--- config.mk ---
export PLATFORM = sky130hd
export DESIGN_NAME = hvfu_lane
export DESIGN_NICKNAME = d
export VERILOG_FILES = /design/src/hdl/hvfu_pkg.sv /design/src/hdl/hvfu_lane.sv
export SDC_FILE = /design/constraint.sdc
export NUM_CORES = 1
export LEC_CHECK = 0
export BUFFER_PORTS_ARGS = -buffer_cell sky130_fd_sc_hd__buf_2
export CORE_MARGIN = 2
export CORE_UTILIZATION = 55
export DETAILED_ROUTE_END_ITERATION = 8
export PLACE_DENSITY_LB_ADDON = 0.2
export REMOVE_ABC_BUFFERS = 1
export SYNTH_ARGS = -nofsm -noshare
export SYNTH_HDL_FRONTEND = slang
export SYNTH_SLANG_ARGS = --single-unit
--- constraint.sdc ---
create_clock -name clk -period 12.7 [get_ports clk]
set_clock_uncertainty 0.2 [all_clocks]
set_input_delay 1.905 -clock clk [delete_from_list [all_inputs] [get_ports clk]]
set_output_delay 1.905 -clock clk [all_outputs]
set_load 0.05 [all_outputs]
--- src/hdl/hvfu_pkg.sv ---
// Shared types, constants and helpers for the HMM Viterbi frame update block.
// No dependencies; every other file of the block imports this package.
`timescale 1ns / 1ps

package hvfu_pkg;

  localparam int SCORE_W        = 32;
  localparam int TRANS_W        = 64;
  localparam int NUM_TRANS      = 7;
  localparam int CFG_IDX_W      = 3;
  localparam int MAX_STATES_DEF = 5;
  localparam int TOPO_STATES    = 5;

  typedef logic signed [SCORE_W-1:0] score_t;
  typedef logic [TRANS_W-1:0] trans_t;

  localparam score_t LOGPROB_ZERO = -32'sd939524096;
  localparam score_t HIST_NONE    = -32'sd1;
  localparam score_t SCORE_MAX    = 32'sh7FFF_FFFF;
  localparam score_t SCORE_MIN    = 32'sh8000_0000;

  typedef enum logic [CFG_IDX_W-1:0] {
    CFG_MODE    = 3'd0,
    CFG_TRANS_A = 3'd1,
    CFG_TRANS_B = 3'd2,
    CFG_TRANS_C = 3'd3,
    CFG_TRANS_D = 3'd4,
    CFG_TRANS_E = 3'd5,
    CFG_TRANS_F = 3'd6,
    CFG_TRANS_G = 3'd7
  } cfg_idx_t;

  typedef enum logic {
    CMD_EVAL  = 1'b0,
    CMD_CLEAR = 1'b1
  } cmd_t;

  typedef enum logic {
    MODE_THREE = 1'b0,
    MODE_FIVE  = 1'b1
  } mode_t;

  typedef enum logic [1:0] {
    PICK_SELF = 2'd0,
    PICK_NEAR = 2'd1,
    PICK_FAR  = 2'd2
  } pick_t;

  // Signed add clamped to the 32-bit range.
  function automatic score_t sat_add(input score_t a, input score_t b);
    logic signed [SCORE_W:0] s;
    s = {a[SCORE_W-1], a} + {b[SCORE_W-1], b};
    if (s[SCORE_W] != s[SCORE_W-1]) begin
      sat_add = s[SCORE_W] ? SCORE_MIN : SCORE_MAX;
    end else begin
      sat_add = s[SCORE_W-1:0];
    end
  endfunction

endpackage

--- src/hdl/hvfu_lane.sv ---
// One HMM state: holds its score and history and applies the Viterbi step.
// Depends on hvfu_pkg (score type, saturating add, pick codes).
`timescale 1ns / 1ps

module hvfu_lane import hvfu_pkg::*; #(
  parameter bit NEAR_ADD = 1'b1,  // 0: near candidate taken as is (entry)
  parameter bit FAR_USE  = 1'b1   // 0: no skip arc into this state
) (
  input  logic   clk,
  input  logic   rst,
  input  logic   update,
  input  logic   clear,
  input  score_t self_weight,
  input  score_t near_score,
  input  score_t near_weight,
  input  score_t near_hist,
  input  score_t far_score,
  input  score_t far_weight,
  input  score_t far_hist,
  input  score_t senone,
  output score_t score,
  output score_t hist
);

  score_t c_self, c_near, c_far, c_win, h_win;
  pick_t  win;

  always_comb begin
    c_self = sat_add(score, self_weight);
    c_near = NEAR_ADD ? sat_add(near_score, near_weight) : near_score;
    // Missing skip arc: most negative value never wins a strict compare.
    c_far  = FAR_USE ? sat_add(far_score, far_weight) : SCORE_MIN;
    if (c_self < c_near) begin
      win = (c_near >= c_far) ? PICK_NEAR : PICK_FAR;
    end else begin
      win = (c_self < c_far) ? PICK_FAR : PICK_SELF;
    end
    case (win)
      PICK_NEAR: begin
        c_win = c_near;
        h_win = near_hist;
      end
      PICK_FAR: begin
        c_win = c_far;
        h_win = far_hist;
      end
      default: begin
        c_win = c_self;
        h_win = hist;
      end
    endcase
  end

  always_ff @(posedge clk) begin
    if (rst || clear) begin
      score <= LOGPROB_ZERO;
      hist  <= HIST_NONE;
    end else if (update) begin
      score <= sat_add(c_win, senone);
      hist  <= h_win;
    end
  end

endmodule

Word level (Yosys, flattened, before mapping) --
Cells that the tools add are included.
Cells by class: add/sub/neg operators 4, $lt $le $gt $ge 3, eq/ne operators 6, muxes and demuxes 13, reductions and logical operators 3
Operator list (number):
- $mux W32 | 8
- $add A32 B32 Y33 | 4
- $pmux W32 S2 | 2
- $lt A32 B32 Y1 | 2
- $ge A32 B32 Y1 | 1
- $mux W2 | 3
- $ne A1 B1 Y1 | 4
- $eq A2 B1 Y1 const B | 1
- $eq A2 B2 Y1 const B | 1
- $reduce_and A2 Y1 | 1
- $reduce_bool A2 Y1 | 1
- $logic_or A1 B1 Y1 | 1
Storage, ports and cells: register bits 64, input port bits 260, output and inout port bits 64, word-level logic and storage cells 31

Depth between registers and ports, before layout --
depth after elaboration 11, depth in mapped cells 46, gate-level depth less buffers 41

Least setup slack after synthesis --
No wires, ideal clock.
path type input to register, start input port near_score[14], end register score[30], library setup time 79 ps, data arrival time 10569 ps, required time 12421 ps, setup slack 1852 ps, stages on the path 45, path buffers 6, cells stage by stage ha_1 a21o_1 a21oi_1 nor2_1 a221oi_1 a211oi_1 o41a_1 a221oi_1 o21bai_1 a21oi_1 xnor2_1 ha_1 clkbuf_1 nand2b_1 clkbuf_1 clkbuf_1 o31ai_1 inv_1 [9 not listed] o21ba_2 buf_6 nor2_2 buf_2 a21oi_1 ha_1 a211oi_1 o211ai_1 a41oi_2 o21ai_1 a2111oi_2 or3_1 nand2_1 a211oi_1 xnor2_1 buf_2 maj3_1 o211ai_1
Between the ends: longest elaborated chain between the ends 11, elaborated cells between the ends (all ways) 15, classes of those cells add/sub (2); order compare (2); eq/ne (4); mux (7)
Ends and longest elaborated chain:
- start, declared | line hvfu_lane.sv:14 | input score_t near_score,
- $add A32 B32 Y33 (*) | line hvfu_pkg.sv:52 | s = {a[SCORE_W-1], a} + {b[SCORE_W-1], b};
- $mux W32 or $ne A1 B1 Y1 (tied branches) | line hvfu_pkg.sv:54, hvfu_pkg.sv:53
- $mux W32 (*) | line hvfu_pkg.sv:53 | if (s[SCORE_W] != s[SCORE_W-1]) begin
- $ge A32 B32 Y1 | line hvfu_lane.sv:34 | win = (c_near >= c_far) ? PICK_NEAR : PICK_FAR;
- $mux W2 | line hvfu_lane.sv:34
- $mux W2 | line hvfu_lane.sv:33 | if (c_self < c_near) begin
- $eq A2 B2 Y1 or $eq A2 B1 Y1 (tied branches) | line hvfu_lane.sv:38 | case (win)
- $pmux W32 S2 (*) | line hvfu_lane.sv:38
- $add A32 B32 Y33 (*) | line hvfu_pkg.sv:52
- $mux W32 or $ne A1 B1 Y1 (tied branches) | line hvfu_pkg.sv:54, hvfu_pkg.sv:53
- $mux W32 (*) | line hvfu_pkg.sv:53
- end signal, assigned | line hvfu_lane.sv:59 | score <= sat_add(c_win, senone);
- end, declared | line hvfu_lane.sv:21 | output score_t score,
Mark *: on every way between the ends. The rest lies on a longest branch, timed or not. A chain may end at the register's enable or synchronous reset.

Worst setup path after layout --
start input port near_score[14], end register score[23]
The elaborated chain is that of the path after synthesis.

==> impl_metrics.json <==
{
  "outcome": "completed",
  "place_hpwl_um": 33500,
  "period_share_pct": 92.7,
  "io_pins": 324,
  "io_buffers": 323,
  "drt_iter0_markers": 1096,
  "rows": 54,
  "maxSlewViolCount": 0,
  "dp_cells": 2187,
  "drtAntennaViolNets": 0,
  "max_freq_ghz": 0.0850,
  "path_class": "in -> reg",
  "avgRoutedWirePerCell_um": 18.1,
  "cts_buffers": 9,
  "final_cell_count_no_fill": 2205,
  "die_h_um": 154,
  "final_nets": 2410,
  "vias_per_cell": 6.16,
  "dr.pass1.iters": 6,
  "ys_top_cells_by_area": "ha_1 23%, dfxtp_1 10%, a21oi_1 8.2%, o21ai_0 5.8%, a21o_1 4.6%",
  "vias": 13600,
  "globalplace.congestion": 0.966,
  "arrival_ns": 11.82,
  "drv_cap": 0,
  "tns_ns": 0,
  "cts_tree": "yes",
  "yosysTopAreaCellShare_pct": 23.0,
  "dpl_cell_area_sq_um": 14400,
  "clock_latency_ns": 0.33,
  "yosysSeqAreaShare_pct": 10.3,
  "yosysUniqueCellTypes": 78,
  "clock-sinks": 64,
  "initial_core_util_pct": 56.4,
  "syn_area_sq_um": 12400,
  "die_x_um": 154,
  "yosys.cell_count.top_type": "ha_1",
  "slew_headroom_pct": 46.1,
  "yosysWarningCount": 0,
  "worstPathRequired_ns": 12.75,
  "cts_buffer_depth": 2,
  "root_buffer": "clkbuf_16",
  "core-area_sq_um": 22000,
  "hold_viol_final": 0,
  "synthArstFlopShare_pct": 0,
  "drc_errors": 0,
  "setup_viol": 0,
  "slowest_delay_ns": 0.53,
  "dominantRegCellSynth": "dfxtp_1",
  "cp-end-kind": "register",
  "grt_max_degree": 62,
  "finalCriticalPeriod_ns": 11.77,
  "die-area_sq_um": 23700,
  "crit_slowest_cell": "ha_1",
  "drt-total-wl_um": 40000,
  "postLayoutCellArea_sq_um": 14700,
  "htree_levels": 3,
  "grt_pass1_vias": 13000,
  "grt_setup_unrepaired": "false",
  "cts_hold_buf": 0,
  "startpoint_type": "input port",
  "grt_usage_pct": 32.8,
  "synth_common_cells": "228 x ha_1, 202 x a21oi_1, 144 x o21ai_0",
  "r2r_slack_ns": 2.41,
  "hp-class": "reg -> reg",
  "synth_edf_count": 0,
  "crit_fanout": 31,
  "syn_inst": 1605,
  "clkTransAtPathRegs_ns": 0.06,
  "fillCellCount": 1980,
  "grt_overflow": 0,
  "antenna_found_initial": 2,
  "synth_top_area_cell": "ha_1",
  "avgSynthCellArea_sq_um": 7.71,
  "ys_seq_elements": 64,
  "layout-drive-gt1-share_pct": 22.1,
  "grt_first_pass_wirelength_um": 64200,
  "area_delta_synth_final_pct": 19.0,
  "worstMarginPinSlew_ns": 0.808
}
kinds of logic after synthesis:
group           count (synthesis)  synth area share, %
fa+ha+maj                     263                 26.2
flops                          64                 10.3
buf+inv                       147                 4.99
xor+xnor                      106                 7.50
mux                            35                 2.83
compound gates                663                 35.1
simple gates                  327                 13.0
final timing paths:
path	start	end	cells after the start
min	hist[2]	hist[2]	1
max	near_score[14]	score[23]	42
min reg2reg	hist[2]	hist[2]	1
max reg2reg	score[10]	score[23]	39
routing by layer:
metal  up-vias  global-route usage (%)  share of wire (%)
met4         0                    9.57                2.7
met1      6245                    43.8                 44
met3        82                    4.23                6.2
li1       6738                       -                  -
met5         -                       0                  0
met2       521                    55.5                 47
timing repair:
action | CTS | global route
buffers inserted | 0 | 0
hold endpoints to repair | 0 | 0
setup endpoints to repair | 0 | 32
resized for setup | 0 | 4
critical path: cells and delay by family:
kind	cells	cell delay (ns)
AOI/OAI and AO/OA	22	5.57
xor gates and xnor gates	3	0.41
adders and majority gates	5	1.89
buffers and inverters	5	0.78
and+or+nand+nor	7	1.21
flip-flops by register name, indices dropped and copies added (netlist names):
name   flops
hist      32
score     32
per-stage QoR:
| stage | util (%) | setup WS [ns] | hold WS [ns] |
|---|---|---|---|
| 3_3_place_gp | 65.6 | 0.627 | 0.276 |
| 6_report | 67.1 | 0.931 | 0.287 |
| 2_1_floorplan | - | -0.372 | 0.507 |
| 5_1_grt | 67.1 | 0.118 | 0.294 |
| 4_1_cts | 67.0 | 0.602 | 0.289 |
| 3_5_place_dp | 65.6 | 0.355 | 0.277 |
cells in the final DEF (no fill, tap or decap), types with 6 or more instances in the layout:
cell         n
maj3_1      31
a31oi_1     14
nand2_1     71
o21ai_0    144
clkbuf_16    9
and3_1      15
a221oi_1     7
buf_2      323
ha_1       228
dfxtp_1     64
a2bb2oi_1   20
nor3_1      21
a21oi_1    202
and2_1       8
nand4_1     30
o31ai_1     11
xnor2_1     59
mux2i_1     35
buf_4       38
nand3_1     36
o21bai_1    17
nor2b_1     11
o21a_1      17
nor2_1      83
xor2_1      46
or2_2        6
o2111ai_1    6
a21boi_0    11
a211oi_1    27
nand2b_1    19
inv_1       86
a2bb2oi_2   12
o211ai_1    14
or3_1       10
a21o_1      76
o22ai_1     21
cell type report:
cell class	instances	area [sq um]	share of cell area [%]
diodes	2	5.00	0.0340
clock buffers	10	239	1.62
clock inverters	6	67.6	0.459
inverters	86	323	2.19
multi-input cells	1394	10500	71.4
flip-flops and latches	64	1280	8.70
well taps	280	350	2.38
repair buffers	363	1940	13.2
Power is left out: the tool's default activity adds up to more than one toggle a clock period on the data nets, which glitch-free logic cannot reach.
