File: config.mk
export PLATFORM = sky130hd
export DESIGN_NAME = hvfu_merge
export DESIGN_NICKNAME = d
export VERILOG_FILES = /design/src/hdl/hvfu_pkg.sv /design/src/hdl/hvfu_merge.sv
export SDC_FILE = /design/constraint.sdc
export NUM_CORES = 1
export LEC_CHECK = 0
export BUFFER_PORTS_ARGS = -buffer_cell sky130_fd_sc_hd__buf_2
export CORE_MARGIN = 2
export CORE_UTILIZATION = 30
export DETAILED_ROUTE_END_ITERATION = 10
export GPL_TIMING_DRIVEN = 1
export PLACE_DENSITY_LB_ADDON = 0.25
export SYNTH_ARGS = -nofsm -noshare
export SYNTH_HDL_FRONTEND = slang
export SYNTH_SLANG_ARGS = --single-unit
File: constraint.sdc
create_clock -name vclk -period 25.8
set_input_delay 2.58 -clock vclk [all_inputs]
set_output_delay 2.58 -clock vclk [all_outputs]
set_load 0.05 [all_outputs]
File: src/hdl/hvfu_pkg.sv
// Shared types, constants and helpers for the HMM Viterbi frame update block.
// No dependencies; every other file of the block imports this package.
`timescale 1ns / 1ps

package hvfu_pkg;

  localparam int SCORE_W        = 32;
  localparam int TRANS_W        = 64;
  localparam int NUM_TRANS      = 7;
  localparam int CFG_IDX_W      = 3;
  localparam int MAX_STATES_DEF = 5;
  localparam int TOPO_STATES    = 5;

  typedef logic signed [SCORE_W-1:0] score_t;
  typedef logic [TRANS_W-1:0] trans_t;

  localparam score_t LOGPROB_ZERO = -32'sd939524096;
  localparam score_t HIST_NONE    = -32'sd1;
  localparam score_t SCORE_MAX    = 32'sh7FFF_FFFF;
  localparam score_t SCORE_MIN    = 32'sh8000_0000;

  typedef enum logic [CFG_IDX_W-1:0] {
    CFG_MODE    = 3'd0,
    CFG_TRANS_A = 3'd1,
    CFG_TRANS_B = 3'd2,
    CFG_TRANS_C = 3'd3,
    CFG_TRANS_D = 3'd4,
    CFG_TRANS_E = 3'd5,
    CFG_TRANS_F = 3'd6,
    CFG_TRANS_G = 3'd7
  } cfg_idx_t;

  typedef enum logic {
    CMD_EVAL  = 1'b0,
    CMD_CLEAR = 1'b1
  } cmd_t;

  typedef enum logic {
    MODE_THREE = 1'b0,
    MODE_FIVE  = 1'b1
  } mode_t;

  typedef enum logic [1:0] {
    PICK_SELF = 2'd0,
    PICK_NEAR = 2'd1,
    PICK_FAR  = 2'd2
  } pick_t;

  // Signed add clamped to the 32-bit range.
  function automatic score_t sat_add(input score_t a, input score_t b);
    logic signed [SCORE_W:0] s;
    s = {a[SCORE_W-1], a} + {b[SCORE_W-1], b};
    if (s[SCORE_W] != s[SCORE_W-1]) begin
      sat_add = s[SCORE_W] ? SCORE_MIN : SCORE_MAX;
    end else begin
      sat_add = s[SCORE_W-1:0];
    end
  endfunction

endpackage

File: src/hdl/hvfu_merge.sv
// Merges the lane states into best score and exit score/history.
// Depends on hvfu_pkg.
`timescale 1ns / 1ps

module hvfu_merge import hvfu_pkg::*; #(
  parameter int MAX_STATES = MAX_STATES_DEF
) (
  input  score_t score [MAX_STATES],
  input  score_t hist  [MAX_STATES],
  input  logic   five,
  input  logic   clear,
  input  score_t exit_w_prev,
  input  score_t exit_w_last,
  output score_t best,
  output score_t exit_score,
  output score_t exit_hist
);

  localparam int LAST = MAX_STATES - 1;

  score_t max_s, s_last, s_prev, h_last, h_prev, e_last, e_prev;

  always_comb begin
    max_s = score[0];
    for (int k = 1; k < MAX_STATES; k++) begin
      if ((k < 3 || five) && max_s < score[k]) max_s = score[k];
    end
    s_last = five ? score[LAST]   : score[2];
    h_last = five ? hist[LAST]    : hist[2];
    s_prev = five ? score[LAST-1] : score[1];
    h_prev = five ? hist[LAST-1]  : hist[1];
    e_last = sat_add(s_last, exit_w_last);
    e_prev = sat_add(s_prev, exit_w_prev);
    if (clear) begin
      best       = LOGPROB_ZERO;
      exit_score = LOGPROB_ZERO;
      exit_hist  = HIST_NONE;
    end else begin
      best = max_s;
      if (e_last < e_prev) begin
        exit_score = e_prev;
        exit_hist  = h_prev;
      end else begin
        exit_score = e_last;
        exit_hist  = h_last;
      end
    end
  end

endmodule

# Yosys cells after proc, flatten, opt, wreduce, memory -nomap -nowiden
# Index checks and enable logic that the tools add are counted.
# W data, S select, Z words.
[totals]
reg_bits = 0
input_bits = 386
out_inout_bits = 96
wordCells = 28
[op_classes]
addsub = 2
magnitude_cmp = 5
eq_ne = 2
muxes = 17
reduce_logical = 2
[ops]
columns = ["op", "count"]
rows = [
  ["$mux W32", 17],
  ["$lt A32 B32 Y1", 5],
  ["$add A32 B32 Y33", 2],
  ["$logic_and A1 B1 Y1", 2],
  ["$ne A1 B1 Y1", 2],
]

# Logic depth before layout (Yosys ltp)
[depth]
word_depth = 11
mapped_depth = 42
depth_no_buf = 39

# Worst setup path before layout
# OpenSTA, ideal clock, no wires.
[synth_path]
path_kind = "input -> output"
from = "in score[113] (netlist bit)"
to = "out best[4]"
arrival_time_ps = 13007
t_required_ps = 23220
setup_slack_ps = 10213
stages = 42
path_buffers = 4
cell_sequence = "inv_1 > ha_1 > a21oi_1 > o21ai_0 > a221oi_1 > o22ai_1 > a221oi_1 > clkbuf_1 > mux2_2 > ha_1 > or4_1 > a221o_1 > o211ai_1 > and3_1 > o22a_1 > a21o_1 > buf_2 > mux2_2 > (+6 left out) > or2_2 > o2111ai_1 > a21oi_1 > buf_2 > mux2_2 > ha_1 > a21o_1 > a21o_1 > a21o_1 > a21o_1 > a211oi_1 > o22ai_1 > nor4_1 > o2111ai_1 > o211ai_2 > buf_2 > nor2_1 > a211oi_1"
[synth_between]
elab_chain_cells = 11
[synth_lines]
columns = ["element", "line", "source"]
rows = [
  ["from (decl)", "hvfu_merge.sv:8", "input score_t score [MAX_STATES],"],
  ["$lt A32 B32 Y1", "hvfu_merge.sv:26", "if ((k < 3 || five) && max_s < score[k]) max_s = score[k];"],
  ["$mux W32 *", "hvfu_merge.sv:26", ""],
  ["$lt A32 B32 Y1", "hvfu_merge.sv:26", ""],
  ["$mux W32 *", "hvfu_merge.sv:26", ""],
  ["$lt A32 B32 Y1", "hvfu_merge.sv:26", ""],
  ["$logic_and A1 B1 Y1", "hvfu_merge.sv:26", ""],
  ["$mux W32 *", "hvfu_merge.sv:26", ""],
  ["$lt A32 B32 Y1", "hvfu_merge.sv:26", ""],
  ["$logic_and A1 B1 Y1", "hvfu_merge.sv:26", ""],
  ["$mux W32 *", "hvfu_merge.sv:26", ""],
  ["$mux W32 *", "hvfu_merge.sv:34", "if (clear) begin"],
  ["to (decl)", "hvfu_merge.sv:14", "output score_t best,"],
]
# Every way passes the cells marked *; elsewhere a longest branch is shown, timed or not.

# Worst setup path in the final report
[layout_path]
from = "in score[113] (netlist bit)"
to = "out best[0]"
# The elaborated chain is that of the path after synthesis.

==> flow_results.org <==
** Synth
- Dividing the synthesized area by the synthesized cell count gives between 7 and 8 um^2.
- When the netlist entered floorplanning its net count stood at between 2000 and 2500.
- Cell area after synthesis :: about 0.012 mm^2
- After synthesis, the largest family of logic cells by area is compound AO/OA/AOI/OAI gates.
- Yosys mapped the design onto between 70 and 80 distinct sky130hd cell types.
- After Yosys synthesis, XOR and XNOR cells account for 3.69% of the synthesized area.
- Adder and majority cell fraction of the synthesized area :: between 20% and 30%
- Sorting the synthesized cells by area gives the leading types as ha_1, mux2_2, a21oi_1.
- Synth warnings :: 0
- Top cell type's share of synthesized area :: 23.8%
- Multiplexer share of the synthesized area :: between 10% and 20%
- Synthesized netlist cell count :: around 1600
- Dominant cell type by area after synthesis :: ha_1
- Summing the areas of all compound-gate instances in the mapped netlist gives about a third of the synthesized area.
- Of the synthesized area, sequential elements account for 0%.
- After Yosys synthesis, and, or, nand and nor cells account for ~16% of the synthesized area.

** Job
- Maximum capacitance violations :: 0

** Power
- Combinational Power Share :: between 90% and 100%
- Worst IR drop on VDD :: 0.0698 mV
- In this run the power spent charging and discharging nets is between 700 and 800 uW.
- The internal power of the cells totals between 300 and 400 uW.
- Power share of the sequential group :: 0%
- Static Leak :: about 0.0073 uW
- In this run, the clock network consumes 0% of the power.
- In this run switching power makes up between 60% and 70% of total power.
- Power spread over the standard cell area amounts to approximately 77 mW/mm^2.
- Final total power :: 1110 uW

** Routing
- The first routing iteration left between 700 and 800 violations.
- Summed over all layers, the routed wires come to between 50 and 60 mm.
- In the routed design, unresolved DRC markers number 0.
- Antenna Nets Post-Route :: 0
- Summing over every cut layer, the via total after detailed routing is 13899.
- Drt wl/cell :: 20.9 um
- For this run, the detailed router's first-pass iteration total came to 5.
- DR top layer :: met4
- Average via count per standard cell :: 5.41
- Wire segments on met2 add up to 27.1 mm in the final route.
- Sum of routed wire segments on met1 :: roughly 23 mm
- Metal3 WL :: approximately 2.3 mm

** Critical path
- The critical path is of the primary input to primary output type.
- Of all nets on the critical path, the largest fanout is 33.
- The most critical setup path has its startpoint at score[113].
- Critical Path AT :: approximately 15 ns
- Highest cell delay on the worst timing path :: around 0.71 ns
- Most used cell, CP :: a21o_1
- CP endpoint kind :: primary output
- At the worst endpoint, the required time is approximately 23 ns.
- The largest individual stage delay along the critical path comes from the cell o211ai_4.
- Type of element launching the critical path :: primary input

** Floorplanning
- IO Pins :: just under 500
- Area of the core :: around 0.038 mm^2
- Row generation in the floorplan step produced between 70 and 80 rows.
- The die is approximately 200 um tall.
- Die extent in x :: about 200 um
- The die covers just over 0.04 mm^2.
- The initial utilization of the core area, before any placement, comes to between 30% and 40%.

** CTS
- Once the clock tree was built, the resizer swapped 0 gates to a different size.
- Buffers inserted to repair hold after CTS numbered 0.
- Setup Fix Bufs, Post-CTS :: 0

** Global routing
- Entering global routing, the biggest net connects 130 pins.
- The number of antenna violations at the first check in global routing came to 21.
- Via count of the first global-routing pass :: 13972
- Global routing finished with a remaining overflow of 0.
- The first global-routing pass estimated between 70 and 80 mm of wire.
- For this run, the total global-route usage over all layers was measured as between 20 and 30%.

** Layout
- Share of layout cells above drive strength 1 :: 30.2%
- Area growth, synth to finish :: 23.7%
- Area of all placed cells without fillers :: between 0.01 and 0.015 mm^2
- In the finished layout, the clock tree contains a buffer count of 0.
- Number of flip-flops and latches :: 0
- Across the whole layout, storage elements account for 0 um^2.
- Counting the fill cells in the layout gives between 4000 and 5000.
- The count of cells in the finished layout, fillers not included, comes to about 2600.
- Post-layout nets :: ~2600

** Timing
- Measured against its own limit, the worst slew margin works out to just under 30%.
- Slew at the pin closest to its max-slew limit :: between 1 and 1.5 ns
- Number of endpoints with negative hold slack in the final report :: 0
- Setup repair after global routing left no endpoint under its margin.
- Derived from the worst setup path, the maximum achievable clock frequency is between 0.05 and 0.06 GHz.
- The worst path uses 67.3% of the clock period.
- Subtracting the final worst setup slack from the clock period gives approximately 17 ns.
- Sum of negative setup slack :: 0 ns
- Total count of max-transition violations in the final report :: 0
- Final setup fails :: 0

** Worst hold path
- Number of cells on the worst hold path :: 4
- The worst hold path begins at score[11].
- The tightest min-delay check is of the primary input to primary output type.

** Place
- The placed instances occupy a cell area of about 0.014 mm^2.
- Final weighted congestion in routability-driven placement :: about 0.94
- During placement, the flow inserted port buffers numbering between 400 and 500.
- Summed over all nets, the half-perimeter wirelength after detailed placement is ~47 mm.
- Instance count after placement with tap cells included :: approximately 2500

** Status
- The run finished with clean final reports.
==> critical path, delay by kind of cell <==
kind	cells	cell delay, ns
and+or+nand+nor	5	1.30
buffers and inverters	7	2.21
AOI/OAI and AO/OA	25	6.13
muxes	3	1.24
adders and majority gates	4	1.27
==> per-stage QoR <==
stage               setup slack, ns  util, %  hold WS, ns
floorplan                     10.21        -         5.50
global placement               8.66     37.2         5.61
detailed placement             8.53     37.2         5.61
CTS                            8.49     37.2         5.61
global route                   7.66     37.4         5.64
finish                         8.44     37.4         5.61
==> power groups by stage <==
stage          Clock (uW)  Combinational, uW  Sequential, uW
2_1_floorplan           0                822               0
3_3_place_gp            0               1100               0
3_5_place_dp            0               1100               0
4_1_cts                 0               1110               0
5_1_grt         0.0000988               1200               0
6_report        0.0000990               1110               0
==> cell families (layout without fill, tap and decap cells) <==
family / Yosys count / count (layout)
AOI/OAI and AO/OA: 576 / 576
xor gates and xnor gates: 49 / 49
adders and majority gates: 232 / 232
buffers and inverters: 240 / 622
muxes: 163 / 163
other: 0 / 19
and+or+nand+nor: 389 / 389
==> per-layer routing <==
metal	track usage, %	vias to the layer above
li1	-	6957
met5	0	-
met1	30.2	6419
met4	9.31	0
met2	46.6	456
met3	1.75	67
==> final cells by class <==
class / instances / area, um^2 / share of cell area [%]
multi-input cells: 1409 / 10700 / 74.5
inverters: 157 / 589 / 4.10
repair buffers: 465 / 2370 / 16.5
well taps: 518 / 648 / 4.51
diodes: 19 / 47.5 / 0.331
==> synth_stat cells (4+ instances only) <==
cell	count
a2111oi_0	6
a211o_1	7
a211oi_1	78
a21boi_0	6
a21o_1	56
a21oi_1	146
a31oi_1	41
and3_1	7
buf_2	15
clkbuf_1	63
ha_1	221
inv_1	157
maj3_1	8
mux2_2	128
mux2i_1	35
nand2_1	123
nand2b_1	13
nand3_1	17
nand4_1	30
nor2_1	98
nor2b_1	10
nor3_1	25
nor3b_1	7
nor4_1	40
o2111ai_1	5
o211ai_1	10
o21a_1	26
o21ai_0	137
o21bai_1	13
o22ai_1	4
o31ai_1	8
or2_2	4
xnor2_1	30
xor2_1	19
==> cells in the final DEF (no fill, tap or decap), types with 4 or more instances in the layout <==
cell type and count:
buf_2 448, ha_1 221, inv_1 157, a21oi_1 145, o21ai_0 137, mux2_2 128, nand2_1 123, nor2_1 98
a211oi_1 78, a21o_1 56, a31oi_1 41, nor4_1 40, mux2i_1 34, nand4_1 30, xnor2_1 30, o21a_1 26
nor3_1 25, diode_2 19, xor2_1 19, nand3_1 17, buf_4 16, nand2b_1 13, o21bai_1 12, nor2b_1 10
o211ai_1 10, o31ai_1 8, maj3_1 8, and3_1 7, a211o_1 7, nor3b_1 7, a21boi_0 6, a2111oi_0 6
o2111ai_1 5, o22ai_1 4, or2_2 4
==> worst paths after layout <==
check | end | slack (ns)
min | best[11] | 5.61
max | best[0] | 8.44
(Power assumes the default switching activity.)
